**src/design/dlps_pkg.sv**
```systemverilog
`timescale 1ns / 1ps

package dlps_pkg;

    // sizes of the fixed pattern rom
    localparam int PATTERN_COUNT = 18;
    localparam int MAX_PHASES    = 10;
    localparam int NUM_SEQS      = 15;

    // breathing duty scale
    localparam int MAX_DUTY = 255;
    localparam int DUTY_CAP = (MAX_DUTY > 255) ? 255 : MAX_DUTY;
    localparam int DUTY_W   = $clog2(MAX_DUTY + 1);

    // field and counter widths
    localparam int PAT_W   = 5;
    localparam int PHASE_W = 4;
    localparam int SEQ_W   = 4;
    localparam int EL_W    = 22;
    localparam int MS_W    = 16;
    localparam int NUM_W   = MS_W + DUTY_W;
    localparam int CNT_W   = $clog2(NUM_W + 1);

    localparam logic [EL_W-1:0]  ELAPSED_MAX = {EL_W{1'b1}};
    localparam logic [MS_W-1:0]  MS_MAX      = {MS_W{1'b1}};
    localparam logic [PAT_W-1:0] BOOT_PATTERN = '0;

    typedef logic [PAT_W-1:0]   pat_id_t;
    typedef logic [PHASE_W-1:0] phase_t;
    typedef logic [SEQ_W-1:0]   seq_id_t;

    // command codes
    typedef enum logic [1:0] {
        OP_TICK    = 2'd0,
        OP_SELECT  = 2'd1,
        OP_TRIGGER = 2'd2
    } opcode_t;

    // configuration register indexes
    localparam logic CFG_FLASH_LEN   = 1'b0;
    localparam logic CFG_BREATH_PER  = 1'b1;

    // sequencer states
    typedef enum logic [5:0] {
        ST_IDLE  = 6'b000001,
        ST_EXEC  = 6'b000010,
        ST_MOD   = 6'b000100,
        ST_SCALE = 6'b001000,
        ST_DIV   = 6'b010000,
        ST_DONE  = 6'b100000
    } state_t;

    // one led channel of the phase engine
    typedef struct packed {
        phase_t          phase;
        logic [EL_W-1:0] elapsed;
        logic            level;
    } chan_t;

    // phase lists: length, durations in ms, on bit per phase (bit i = phase i)
    localparam logic [PHASE_W-1:0] SEQ_LEN [NUM_SEQS] = '{
        4'd1, 4'd1, 4'd2, 4'd2, 4'd2, 4'd2, 4'd2, 4'd2,
        4'd2, 4'd2, 4'd4, 4'd2, 4'd4, 4'd6, 4'd10
    };

    localparam logic [EL_W-1:0] SEQ_DUR [NUM_SEQS][MAX_PHASES] = '{
        '{22'd3600000, 22'd0, 22'd0, 22'd0, 22'd0, 22'd0, 22'd0, 22'd0, 22'd0, 22'd0},
        '{22'd3600000, 22'd0, 22'd0, 22'd0, 22'd0, 22'd0, 22'd0, 22'd0, 22'd0, 22'd0},
        '{22'd100, 22'd100, 22'd0, 22'd0, 22'd0, 22'd0, 22'd0, 22'd0, 22'd0, 22'd0},
        '{22'd500, 22'd500, 22'd0, 22'd0, 22'd0, 22'd0, 22'd0, 22'd0, 22'd0, 22'd0},
        '{22'd800, 22'd800, 22'd0, 22'd0, 22'd0, 22'd0, 22'd0, 22'd0, 22'd0, 22'd0},
        '{22'd700, 22'd700, 22'd0, 22'd0, 22'd0, 22'd0, 22'd0, 22'd0, 22'd0, 22'd0},
        '{22'd700, 22'd700, 22'd0, 22'd0, 22'd0, 22'd0, 22'd0, 22'd0, 22'd0, 22'd0},
        '{22'd150, 22'd150, 22'd0, 22'd0, 22'd0, 22'd0, 22'd0, 22'd0, 22'd0, 22'd0},
        '{22'd150, 22'd150, 22'd0, 22'd0, 22'd0, 22'd0, 22'd0, 22'd0, 22'd0, 22'd0},
        '{22'd4850, 22'd150, 22'd0, 22'd0, 22'd0, 22'd0, 22'd0, 22'd0, 22'd0, 22'd0},
        '{22'd100, 22'd100, 22'd100, 22'd1700, 22'd0, 22'd0, 22'd0, 22'd0, 22'd0, 22'd0},
        '{22'd200, 22'd1800, 22'd0, 22'd0, 22'd0, 22'd0, 22'd0, 22'd0, 22'd0, 22'd0},
        '{22'd200, 22'd200, 22'd200, 22'd1400, 22'd0, 22'd0, 22'd0, 22'd0, 22'd0, 22'd0},
        '{22'd200, 22'd200, 22'd200, 22'd200, 22'd200, 22'd1200,
          22'd0, 22'd0, 22'd0, 22'd0},
        '{22'd200, 22'd200, 22'd200, 22'd200, 22'd200, 22'd200,
          22'd200, 22'd200, 22'd200, 22'd800}
    };

    localparam logic [MAX_PHASES-1:0] SEQ_ON [NUM_SEQS] = '{
        10'b0000000001, 10'b0000000000, 10'b0000000001, 10'b0000000001,
        10'b0000000001, 10'b0000000001, 10'b0000000010, 10'b0000000001,
        10'b0000000010, 10'b0000000010, 10'b0000000101, 10'b0000000001,
        10'b0000000101, 10'b0000010101, 10'b0101010101
    };

    // patterns: phase list of each led and the breathing flag
    localparam logic [SEQ_W-1:0] PAT_S1 [PATTERN_COUNT] = '{
        4'd2, 4'd3, 4'd0, 4'd5, 4'd0, 4'd0, 4'd1, 4'd4, 4'd4,
        4'd7, 4'd2, 4'd3, 4'd1, 4'd0, 4'd1, 4'd1, 4'd1, 4'd1
    };

    localparam logic [SEQ_W-1:0] PAT_S2 [PATTERN_COUNT] = '{
        4'd2, 4'd1, 4'd1, 4'd6, 4'd9, 4'd2, 4'd1, 4'd0, 4'd10,
        4'd8, 4'd2, 4'd3, 4'd1, 4'd0, 4'd11, 4'd12, 4'd13, 4'd14
    };

    localparam logic [PATTERN_COUNT-1:0] PAT_BREATH = 18'b000001000000000000;

    // phase index that is valid for the list, else the first phase
    function automatic phase_t safe_phase(seq_id_t s, phase_t ph);
        return (ph < SEQ_LEN[s]) ? ph : '0;
    endfunction

    // on bit of a phase
    function automatic logic phase_on(seq_id_t s, phase_t ph);
        logic [MAX_PHASES-1:0] bits;
        bits = SEQ_ON[s];
        return bits[ph];
    endfunction

    // one millisecond of a channel: count, and step to the next phase when due
    function automatic chan_t ch_advance(seq_id_t s, chan_t c);
        chan_t           r;
        phase_t          p;
        logic [EL_W-1:0] e;
        p = safe_phase(s, c.phase);
        e = (c.elapsed != ELAPSED_MAX) ? c.elapsed + 1'b1 : c.elapsed;
        r.phase   = p;
        r.elapsed = e;
        r.level   = c.level;
        if (e >= SEQ_DUR[s][p]) begin
            r.phase   = safe_phase(s, p + 1'b1);
            r.elapsed = '0;
            r.level   = phase_on(s, r.phase);
        end
        return r;
    endfunction

endpackage

```
**src/design/dual_led_pattern_sequencer.sv**
```systemverilog
`timescale 1ns / 1ps

// Two-channel LED pattern sequencer. Each input word is a 1 ms tick, a pattern
// select or an activity flash trigger, and each one returns exactly one result
// word with the LED levels after it. Reset loads the boot pattern (pattern 0).
// Steps: an item whose result leaves LED1 breathing (no flash pending and a
// nonzero half period) goes from idle through execute, 2*24 divider steps with
// the scaling state between the two passes, and the output state back to idle;
// any other item goes from execute straight to the output state. The result word
// is offered at the same edge that raises s_ready again. The breathing duty is produced by a
// single restoring divider, one quotient bit per cycle, used twice: once for
// the time modulo the period and once for the duty scaling. s_ready is low
// while an item is in flight; a new item may be accepted while the previous
// result word still waits on m_ready, and the output cycle stalls until that
// word has gone.
module dual_led_pattern_sequencer (
    input  logic                      aclk,
    input  logic                      aresetn,
    // configuration
    input  logic                      cfg_wr_en,
    input  logic                      cfg_addr,
    input  logic [dlps_pkg::MS_W-1:0] cfg_wdata,
    // command words
    input  logic                      s_valid,
    output logic                      s_ready,
    input  logic [1:0]                s_opcode,
    input  logic [4:0]                s_pattern_index,
    // result words
    output logic                      m_valid,
    input  logic                      m_ready,
    output logic                      m_led1_on,
    output logic                      m_led2_on,
    output logic [7:0]                m_led1_duty,
    output logic                      m_led1_pwm_mode
);
    import dlps_pkg::*;

    state_t            state_reg;
    logic [MS_W-1:0]   flash_len_reg;
    logic [MS_W-1:0]   period_reg;

    pat_id_t           cur_pat_reg,  cur_pat_next;
    chan_t             ch1_reg,      ch1_next;
    chan_t             ch2_reg,      ch2_next;
    logic              pend_reg,     pend_next;
    logic [MS_W-1:0]   act_el_reg,   act_el_next;
    logic              breath_reg,   breath_next;
    logic [MS_W-1:0]   btime_reg,    btime_next;

    logic [1:0]        op_reg;
    pat_id_t           idx_reg;

    logic [MS_W-1:0]   rem_reg;
    logic [NUM_W-1:0]  quo_reg;
    logic [MS_W-1:0]   dvs_reg;
    logic [CNT_W-1:0]  cnt_reg;

    logic              m_valid_reg;
    logic              m_led1_on_reg;
    logic              m_led2_on_reg;
    logic [7:0]        m_led1_duty_reg;
    logic              m_led1_pwm_mode_reg;

    seq_id_t           seq_a;
    seq_id_t           seq_b;
    seq_id_t           sel_a;
    seq_id_t           sel_b;
    logic [MS_W:0]     btime_inc;
    logic [MS_W-1:0]   act_inc;
    logic [MS_W-1:0]   half;
    logic              need_duty;
    logic [MS_W:0]     div_shift;
    logic              div_fits;
    logic [MS_W:0]     div_diff;
    logic [MS_W-1:0]   div_rem;
    logic [NUM_W-1:0]  div_quo;
    logic [MS_W-1:0]   scale_x;
    logic [NUM_W-1:0]  scale_num;
    logic [7:0]        duty_val;
    logic              out_free;

    assign s_ready         = (state_reg == ST_IDLE);
    assign m_valid         = m_valid_reg;
    assign m_led1_on       = m_led1_on_reg;
    assign m_led2_on       = m_led2_on_reg;
    assign m_led1_duty     = m_led1_duty_reg;
    assign m_led1_pwm_mode = m_led1_pwm_mode_reg;

    assign half     = period_reg >> 1;
    assign out_free = !m_valid_reg || m_ready;

    // pattern engine: state after the captured command
    always_comb begin
        seq_a        = PAT_S1[cur_pat_reg];
        seq_b        = PAT_S2[cur_pat_reg];
        sel_a        = PAT_S1[0];
        sel_b        = PAT_S2[0];
        btime_inc    = {1'b0, btime_reg} + 1'b1;
        act_inc      = (act_el_reg != MS_MAX) ? act_el_reg + 1'b1 : act_el_reg;
        cur_pat_next = cur_pat_reg;
        ch1_next     = ch1_reg;
        ch2_next     = ch2_reg;
        pend_next    = pend_reg;
        act_el_next  = act_el_reg;
        breath_next  = breath_reg;
        btime_next   = btime_reg;
        unique case (op_reg)
            OP_TICK: begin
                if (breath_reg) begin
                    btime_next = (btime_inc >= {1'b0, period_reg}) ? '0 : btime_inc[MS_W-1:0];
                end
                if (pend_reg) begin
                    act_el_next = act_inc;
                    if (!breath_reg && ch1_reg.elapsed != ELAPSED_MAX) begin
                        ch1_next.elapsed = ch1_reg.elapsed + 1'b1;
                    end
                    if (act_inc >= flash_len_reg) begin
                        pend_next      = 1'b0;
                        ch1_next.phase = safe_phase(seq_a, ch1_reg.phase);
                        ch1_next.level = phase_on(seq_a, ch1_next.phase);
                    end
                end else if (!breath_reg) begin
                    ch1_next = ch_advance(seq_a, ch1_reg);
                end
                ch2_next = ch_advance(seq_b, ch2_reg);
            end
            OP_SELECT: begin
                if (idx_reg < PAT_W'(PATTERN_COUNT) && idx_reg != cur_pat_reg) begin
                    sel_a        = PAT_S1[idx_reg];
                    sel_b        = PAT_S2[idx_reg];
                    cur_pat_next = idx_reg;
                    ch1_next     = '{phase: '0, elapsed: '0, level: phase_on(sel_a, '0)};
                    ch2_next     = '{phase: '0, elapsed: '0, level: phase_on(sel_b, '0)};
                    pend_next    = 1'b0;
                    act_el_next  = '0;
                    btime_next   = '0;
                    breath_next  = PAT_BREATH[idx_reg];
                end
            end
            OP_TRIGGER: begin
                pend_next   = 1'b1;
                act_el_next = '0;
            end
            default: ;
        endcase
        need_duty = !pend_next && breath_next && (half != '0);
    end

    // one restoring divider step
    always_comb begin
        div_shift = {rem_reg, quo_reg[NUM_W-1]};
        div_fits  = (div_shift >= {1'b0, dvs_reg});
        div_diff  = div_shift - {1'b0, dvs_reg};
        div_rem   = div_fits ? div_diff[MS_W-1:0] : div_shift[MS_W-1:0];
        div_quo   = {quo_reg[NUM_W-2:0], div_fits};
    end

    // triangle numerator from the time within the period
    always_comb begin
        scale_x   = (rem_reg < half) ? rem_reg : period_reg - rem_reg;
        scale_num = NUM_W'(scale_x) * NUM_W'(MAX_DUTY);
    end

    // clamped duty
    always_comb begin
        if (half == '0) begin
            duty_val = '0;
        end else if (quo_reg > NUM_W'(DUTY_CAP)) begin
            duty_val = 8'(DUTY_CAP);
        end else begin
            duty_val = quo_reg[7:0];
        end
    end

    // configuration registers
    always_ff @(posedge aclk) begin
        if (!aresetn) begin
            flash_len_reg <= MS_W'(50);
            period_reg    <= MS_W'(3000);
        end else if (cfg_wr_en) begin
            unique case (cfg_addr)
                CFG_FLASH_LEN:  flash_len_reg <= cfg_wdata;
                CFG_BREATH_PER: period_reg    <= cfg_wdata;
                default: ;
            endcase
        end
    end

    // sequencer, engine state and divider
    always_ff @(posedge aclk) begin
        if (!aresetn) begin
            state_reg   <= ST_IDLE;
            cur_pat_reg <= BOOT_PATTERN;
            ch1_reg     <= '{phase: '0, elapsed: '0, level: phase_on(PAT_S1[0], '0)};
            ch2_reg     <= '{phase: '0, elapsed: '0, level: phase_on(PAT_S2[0], '0)};
            pend_reg    <= 1'b0;
            act_el_reg  <= '0;
            breath_reg  <= PAT_BREATH[0];
            btime_reg   <= '0;
            m_valid_reg <= 1'b0;
        end else begin
            // the output cycle sets the word itself
            if (m_ready && state_reg != ST_DONE) begin
                m_valid_reg <= 1'b0;
            end
            unique case (state_reg)
                ST_IDLE: begin
                    if (s_valid) begin
                        op_reg    <= s_opcode;
                        idx_reg   <= s_pattern_index;
                        state_reg <= ST_EXEC;
                    end
                end
                ST_EXEC: begin
                    cur_pat_reg <= cur_pat_next;
                    ch1_reg     <= ch1_next;
                    ch2_reg     <= ch2_next;
                    pend_reg    <= pend_next;
                    act_el_reg  <= act_el_next;
                    breath_reg  <= breath_next;
                    btime_reg   <= btime_next;
                    rem_reg     <= '0;
                    quo_reg     <= NUM_W'(btime_next);
                    dvs_reg     <= period_reg;
                    cnt_reg     <= CNT_W'(NUM_W - 1);
                    state_reg   <= need_duty ? ST_MOD : ST_DONE;
                end
                ST_MOD: begin
                    rem_reg <= div_rem;
                    quo_reg <= div_quo;
                    cnt_reg <= cnt_reg - 1'b1;
                    if (cnt_reg == '0) begin
                        state_reg <= ST_SCALE;
                    end
                end
                ST_SCALE: begin
                    rem_reg   <= '0;
                    quo_reg   <= scale_num;
                    dvs_reg   <= half;
                    cnt_reg   <= CNT_W'(NUM_W - 1);
                    state_reg <= ST_DIV;
                end
                ST_DIV: begin
                    rem_reg <= div_rem;
                    quo_reg <= div_quo;
                    cnt_reg <= cnt_reg - 1'b1;
                    if (cnt_reg == '0) begin
                        state_reg <= ST_DONE;
                    end
                end
                ST_DONE: begin
                    if (out_free) begin
                        m_valid_reg <= 1'b1;
                        state_reg   <= ST_IDLE;
                    end
                end
                default: state_reg <= ST_IDLE;
            endcase
        end
    end

    // result word
    always_ff @(posedge aclk) begin
        if (state_reg == ST_DONE && out_free) begin
            m_led2_on_reg <= ch2_reg.level;
            priority if (pend_reg) begin
                m_led1_on_reg       <= 1'b1;
                m_led1_duty_reg     <= '0;
                m_led1_pwm_mode_reg <= 1'b0;
            end else if (breath_reg) begin
                m_led1_on_reg       <= 1'b0;
                m_led1_duty_reg     <= duty_val;
                m_led1_pwm_mode_reg <= 1'b1;
            end else begin
                m_led1_on_reg       <= ch1_reg.level;
                m_led1_duty_reg     <= '0;
                m_led1_pwm_mode_reg <= 1'b0;
            end
        end
    end

endmodule

```
**config.mk**
```make
export PLATFORM = sky130hd
export DESIGN_NAME = dual_led_pattern_sequencer
export DESIGN_NICKNAME = d
export VERILOG_FILES = /design/src/design/dlps_pkg.sv /design/src/design/dual_led_pattern_sequencer.sv
export SDC_FILE = /design/constraint.sdc
export NUM_CORES = 1
export LEC_CHECK = 0
export BUFFER_PORTS_ARGS = -buffer_cell sky130_fd_sc_hd__buf_2
export CAP_MARGIN = 10
export CORE_AREA = 2 2 268 270
export DETAILED_ROUTE_END_ITERATION = 16
export DIE_AREA = 0 0 270 272
export REMOVE_ABC_BUFFERS = 1
export SLEW_MARGIN = 20
export SYNTH_ARGS = -nofsm -noshare
export SYNTH_HDL_FRONTEND = slang
export SYNTH_SLANG_ARGS = --single-unit
```
**constraint.sdc**
```tcl
create_clock -name aclk -period 10.3 [get_ports aclk]
set_input_delay 1.03 -clock aclk [delete_from_list [all_inputs] [get_ports aclk]]
set_output_delay 1.03 -clock aclk [all_outputs]
set_load 0.01 [all_outputs]
```
# Word level (Yosys, flattened, before mapping)
# Memory sizes are Yosys's and may differ from the RTL's. A register that Yosys moved wholly into a read port is not among the register bits.
# Cells that the tools add are included.
[op_classes]
n_addsub = 9
shift = 0
n_div = 0
eq_ne = 24
n_bitwise = 10
multipliers = 1
reduce_logical = 36
magnitude_cmp = 24
n_mux = 87
[op_table]
columns = ["op", "n"]
rows = [
  ["220-bit 2-to-1 mux", 4],
  ["22-bit binary-select mux with 4-bit select", 2],
  ["27-bit 2-to-1 mux", 6],
  ["22-bit 2-to-1 mux", 7],
  ["16-bit 2-to-1 mux", 8],
  ["27-bit one-hot mux with 2 select lines", 2],
  ["16-bit one-hot mux with 2 select lines", 3],
  ["24-bit one-hot mux with 3 select lines", 1],
  ["4-bit 2-to-1 mux", 17],
  ["16-bit one-hot mux with 3 select lines", 1],
  ["22-bit by 1-bit adder with 22-bit output, second input constant", 2],
  ["22-bit >= comparator", 2],
  ["22-bit inequality test, second input constant", 2],
  ["10-bit 2-to-1 mux", 4],
  ["6-bit one-hot mux with 6 select lines", 1],
  ["17-bit by 16-bit >= comparator with 1-bit output", 2],
  ["16-bit subtractor", 2],
  ["5-bit >= comparator, second input constant", 6],
  ["6-bit 2-to-1 mux", 5],
  ["4-bit NOT with 5-bit output", 6],
  ["24-bit by 8-bit > comparator with 1-bit output, second input constant", 1],
  ["16-bit by 8-bit multiplier with 24-bit output, second input constant", 1],
  ["1-bit 2-to-1 mux", 19],
  ["16-bit by 1-bit adder with 17-bit output, second input constant", 1],
  ["46 further kinds", 86],
]
[word_totals]
romBits = 8352
memories = 13
inputBits = 29
mem_bits_rw = 0
wordCells = 229
latchBits = 0
reg_bits = 211
[mem_list]
columns = ["name", "depth", "width", "rd", "rd_ports_with_merged_regs", "write_ports", "line_no", "text"]
rows = [
  ["(name not given)", 16, 220, 1, 0, 0, "dlps_pkg.sv:128", "if (e >= SEQ_DUR[s][p]) begin"],
  ["(name not given)", 16, 220, 1, 0, 0, "dlps_pkg.sv:128", ""],
  ["(name not given)", 16, 10, 1, 0, 0, "dlps_pkg.sv:114", "bits = SEQ_ON[s];"],
  ["(name not given)", 16, 10, 1, 0, 0, "dlps_pkg.sv:114", ""],
  ["(name not given)", 16, 10, 1, 0, 0, "dlps_pkg.sv:114", ""],
  ["(name not given)", 16, 10, 1, 0, 0, "dlps_pkg.sv:114", ""],
  ["7 more memories", "--", "--", "--", "--", "--", "--", ""],
]

# Logic depth before layout (Yosys ltp)
[depth]
ltp_word = 19
depth_mapped = 34

# Least setup slack after synthesis
# Ideal clock, no wire load.
[synth_path]
kind = "reg-to-reg"
start = "reg period_reg[15]"
end = "reg quo_reg[21] (data pin)"
path_buffers = 4
setup_slack_ns = 2.778
period_less_slack_ns = 7.522
t_arrival_ns = 7.255
t_required_ns = 10.033
stages_incl_launch_ff = 28
path_cell_list = "dfxtp_1 -> clkbuf_1 -> inv_1 -> ha_1 -> nand4_1 -> o21ai_0 -> nor4_1 -> o31a_1 -> buf_1 -> clkbuf_1 -> clkbuf_1 -> mux2i_1 -> fa_1 -> fa_1 -> inv_1 -> fa_1 -> inv_1 -> fa_1 -> inv_1 -> ha_1 -> o21a_1 -> o21a_1 -> o22a_1 -> and2_1 -> a41o_1 -> o41ai_1 -> xor2_1 -> o21ai_0"
[synth_via]
elab_chain_cells = 4
elab_cells_between_ends = 5
[synth_lines]
columns = ["item", "line_no", "text"]
rows = [
  ["from (decl)", "dual_led_pattern_sequencer.sv:40", "logic [MS_W-1:0] period_reg;"],
  ["from (signal assigned)", "dual_led_pattern_sequencer.sv:183", "CFG_BREATH_PER: period_reg <= cfg_wdata;"],
  ["16-bit subtractor or 16-bit by 15-bit less-than comparator with 1-bit output (tied branches)", "dual_led_pattern_sequencer.sv:160", "scale_x = (rem_reg < half) ? rem_reg : period_reg - rem_reg;"],
  ["16-bit 2-to-1 mux (*)", "dual_led_pattern_sequencer.sv:160", ""],
  ["16-bit by 8-bit multiplier with 24-bit output (*)", "dual_led_pattern_sequencer.sv:161", "scale_num = NUM_W'(scale_x) * NUM_W'(MAX_DUTY);"],
  ["24-bit one-hot mux with 3 select lines (*)", "dual_led_pattern_sequencer.sv:206", "unique case (state_reg)"],
  ["to (signal assigned)", "dual_led_pattern_sequencer.sv:223", "quo_reg <= NUM_W'(btime_next);"],
  ["to (signal assigned)", "dual_led_pattern_sequencer.sv:230", "quo_reg <= div_quo;"],
  ["to (signal assigned)", "dual_led_pattern_sequencer.sv:238", "quo_reg <= scale_num;"],
  ["to (decl)", "dual_led_pattern_sequencer.sv:54", "logic [NUM_W-1:0] quo_reg;"],
]
# Every way passes the cells marked *; elsewhere a longest branch is shown, timed or not.
# A chain may end at the register's enable or synchronous reset.

# Worst setup path after layout
[layout_path]
start = "reg cur_pat_reg[0]"
end = "reg ch2_reg[15] (netlist bit)"
[layout_via]
elab_chain_cells = 17
elab_cells_between_ends = 24
[layout_lines]
columns = ["item", "line_no", "text"]
rows = [
  ["from (decl)", "dual_led_pattern_sequencer.sv:42", "pat_id_t cur_pat_reg, cur_pat_next;"],
  ["from (signal assigned)", "dual_led_pattern_sequencer.sv:215", "cur_pat_reg <= cur_pat_next;"],
  ["5-bit NOT with 6-bit output (not written as such)", "dual_led_pattern_sequencer.sv:95", "seq_b = PAT_S2[cur_pat_reg];"],
  ["memory read 32 x 4 bit", "--", ""],
  ["4-bit 2-to-1 mux (not written as such) (2 in a row)", "dual_led_pattern_sequencer.sv:95", ""],
  ["4-bit NOT with 5-bit output (not written as such)", "dlps_pkg.sv:108, dlps_pkg.sv:128", ""],
  ["memory read 16 x 4 bit", "--", ""],
  ["4-bit 2-to-1 mux (2 in a row)", "--", ""],
  ["4-bit less-than comparator", "dlps_pkg.sv:108", "return (ph < SEQ_LEN[s]) ? ph : '0;"],
  ["4-bit 2-to-1 mux", "dlps_pkg.sv:108", ""],
  ["4-bit NOT with 5-bit output (not written as such)", "dlps_pkg.sv:128", ""],
  ["22-bit binary-select mux with 4-bit select", "dlps_pkg.sv:128", ""],
  ["22-bit 2-to-1 mux (not written as such) (2 in a row)", "dlps_pkg.sv:128", ""],
  ["22-bit >= comparator", "dlps_pkg.sv:128", ""],
  ["27-bit 2-to-1 mux", "dlps_pkg.sv:128", ""],
  ["27-bit one-hot mux with 2 select lines", "dual_led_pattern_sequencer.sv:107", "unique case (op_reg)"],
  ["to (signal assigned)", "dual_led_pattern_sequencer.sv:195", "ch2_reg <= '{phase: '0, elapsed: '0, level: phase_on(PAT_S2[0], '0)};"],
  ["to (signal assigned)", "dual_led_pattern_sequencer.sv:217", "ch2_reg <= ch2_next;"],
  ["to (decl)", "dual_led_pattern_sequencer.sv:44", "chan_t ch2_reg, ch2_next;"],
]
# Parallel ways exist; a longest one is shown, timed or not. The select of a mux whose other input is x is not followed.

==> impl_results.md <==
- Comb power frac: between 60% and 70%
- Full die area: about 73000 um2
- Overflow after GRT: 0
- Top FF cell, synth: dfxtp_1
- Fin area: ~22000 um2
- CTS root buf: clkbuf_16
- Clock Skews: between 0.02 and 0.03 ns
- Max-cap violations: 0
- Ant. Diodes: 0
- Endpoint class of the critical path: flip-flop
- Most common cell after layout, fill and taps aside: nand2_1
- Initial antenna violation count: 0
- First-pass GRT wire length: between 80000 and 90000 um
- Mean Syn Cell Area: 8.200 um2
- Vias: 16880
- CP top delay family: compound AO/OA/AOI/OAI gates
- CTS H-tree depth: 1
- Psw: around 2.2 mW
- Initial drt markers: between 1000 and 1500
- Final period util: slightly above 80%
- Critical path class: flip-flop to flip-flop
- Post-synth EDFFs: a little under 80
- Switch share: a little under half
- Synth Area in Adders: 19.59%
- Buffers and inverters on the worst path: 4
- Clock Latency Late Sink: around 0.57 ns
- Core Area: approximately 71000 um2
- Commonest cells after routing, fill and taps aside: 235 x nand2_1, 224 x inv_1, 206 x ha_1
- Slowest stage delay, CP: 0.62 ns
- Fillers: 7542
- Wirelength per Cell: between 15 and 20 um
- Total track usage: between 10% and 20%
- Fmax: 0.1184 GHz
- Max-slew headroom: 29.96%
- First-pass DRT Iterations: 6
- Pins Over Slew Limit: 0
- Setup tns final: 0 ns
- DIE WIDTH: approximately 270 um
- RSZ-0062 raised after global routing: false
- Row cnt: slightly below 100
- Total area of multi-input combinational cells: 13340 um2
- Synth area leader: dfxtp_1
- Chip height: 272 um
- Antenna Nets Post-Route: 0
- Total setup buffers inserted after CTS: 0
- Fin worst setup slack: 1.853 ns
- Largest net degree at the start of global routing: 70
- Post-synth top area share: roughly 14%
- Share of post-route cells with drive strength above 1: under 10%
- Detailed Route WL: between 50000 and 60000 um
- Fin util: around 31%
- Worst-path clk slew: 0.06 ns
- Combinational family with the most area after synthesis: compound AO/OA/AOI/OAI gates
- Final hold viol count: 0
- Vias in the first global route: 16050
- Simple-gate share of the synthesized area: 19.98%
- Layout Nets: 2670
- Clk buf depth: 3
- Residual DRC: 0
- Cell variety after synth: between 80 and 90
- Hold Crit Class: flip-flop to flip-flop
- CTS tree: built
- Ys async rst share: 0%
- Placed Area: about 21000 um2
- PostCTS Resize Cnt: 0
- Compound-gate portion of the synthesized area: 20.41%
- Vias per inst: slightly above 5
- Post-synthesis mux area share: 2.369%
- Required time of the critical path: ~11 ns
- Initial Utilization: between 20 and 30%
- Hold_buf cts: 0
- Pleak: between 8 and 9 nW
- Final min period: between 8 and 9 ns
- Worst-Margin Slew: about 1.0 ns
- Worst VDD drop: between 0.4 and 0.5 mV
- Flop pwr share: a little under a fifth
- Ranking of synthesized cells by area: dfxtp_1 14%, ha_1 13%, edfxtp_1 12%, fa_1 6.3%, nand2_1 4.5%
- Critical path launch point type: flip-flop
- Sink Count: ~210
- Post-DP HPWL: between 40000 and 50000 um
- IO Port Bufs: between 40 and 50
- #FFs+latches synth: roughly 210
- PwrDens: around 220 nW/um2
- Placer Congestion: 0.8846
- Slowest cell on the critical path: o21ai_1
- Clock share of power: between 10% and 20%
- Post-Synth XOR/XNOR Area: about 5.5%
- CTS Buf Count: 27
- Area grow syn2layout: 10.39%
- Gate Count Post-Synth: between 2000 and 2500
- Io pins: between 40 and 50
- Synthesized area: just under 20000 um2
- Worst hold slack: 0.4427 ns
- Outcome: finished clean
- Yosys warning count: 0
- Pint: roughly 2.6 mW
- FF/Latch Area: between 5000 and 6000 um2
- CP arrival: around 9 ns
- Sequential element share of the synthesized area: approximately 26%
- Final setup viols: 0
- Crit Path Max Fanout: 23
- Setup WS pre-CTS: about 2.0 ns
## cell type report
| cell class | instances | share of cell area (%) |
|---|---|---|
| Clock buffer | 38 | 3.696 |
| Clock inverter | 11 | 0.3412 |
| Inverter | 227 | 3.938 |
| Multi-Input combinational cell | 1846 | 61.67 |
| Sequential cell | 212 | 23.27 |
| Tap cell | 950 | 5.494 |
| Timing Repair Buffer | 59 | 1.585 |
## layer usage
metal / routed length [um] / global-route usage, % / vias to the layer above
met5: 0 / 0 / -
li1: - / - / 8475
met1: 25730 / 20.28 / 7939
met3: 2825 / 1.895 / 45
met4: 804 / 2.690 / 0
met2: 23150 / 22.76 / 422
## final timing paths
kind                  start  depth (start not counted)  slack [ns]     endpoint
min              ch2_reg[0]                          0        0.44    m_led2_on
max          cur_pat_reg[0]                         30        1.85  ch2_reg[15]
max reg2reg  cur_pat_reg[0]                         30        1.85  ch2_reg[15]
min reg2reg      ch2_reg[0]                          0        0.44    m_led2_on
## metrics by stage
step	power (mW)	std cells
after global routing	5.279	3343
after CTS	4.836	3343
after floorplan	3.097	2285
after global placement	3.881	3294
final	4.843	3343
after detailed placement	3.848	3294
## power groups by stage
stage / registers [mW] / logic (mW) / clock network, mW
after global placement: 0.912 / 2.97 / 0
after global routing: 0.896 / 3.39 / 0.992
final: 0.895 / 3.01 / 0.937
after floorplan: 0.905 / 2.19 / 0
after detailed placement: 0.912 / 2.94 / 0
after CTS: 0.894 / 2.98 / 0.961
## Yosys cell counts, types with 11 or more instances
cell type  count
nor3b_1       15
a211oi_1      18
nor4_1        23
xnor2_1       85
o21a_1        23
o211ai_1      33
nor2b_1       47
o21ai_0      132
clkbuf_1      92
nand2_1      235
a21boi_0      31
and2_1        26
a22oi_1       20
a21oi_1      147
edfxtp_1      79
and3_1        29
a32oi_1       18
nor2_1       176
mux2i_1       34
inv_1        224
fa_1          62
a21o_1        38
or3_1         11
nor3_1        52
xor2_1        39
dfxtp_1      133
a31oi_1       19
nand4_1       33
nand2b_1      21
ha_1         206
nand3_1       83
nand3b_1      15
## cells by family (layout without fill, tap and decap cells)
group,after synthesis,after routing
AND/OR/NAND/NOR,801,801
XOR/XNOR,124,124
multiplexers,44,44
adder cells (fa/ha/maj),270,270
AO/OA/AOI/OAI,607,607
buffers and inverters,332,335
flip-flops,212,212
## worst register-to-register path: cells and delay by family (launching register included)
| family | cells | cell delay, ns |
|---|---|---|
| compound gates | 16 | 3.79 |
| fa+ha+maj | 4 | 1.33 |
| mux | 2 | 0.74 |
| simple gates | 4 | 1.21 |
| flops | 1 | 0.45 |
| buf+inv | 4 | 0.86 |
No activity file was read; power rests on OpenSTA's default activity.
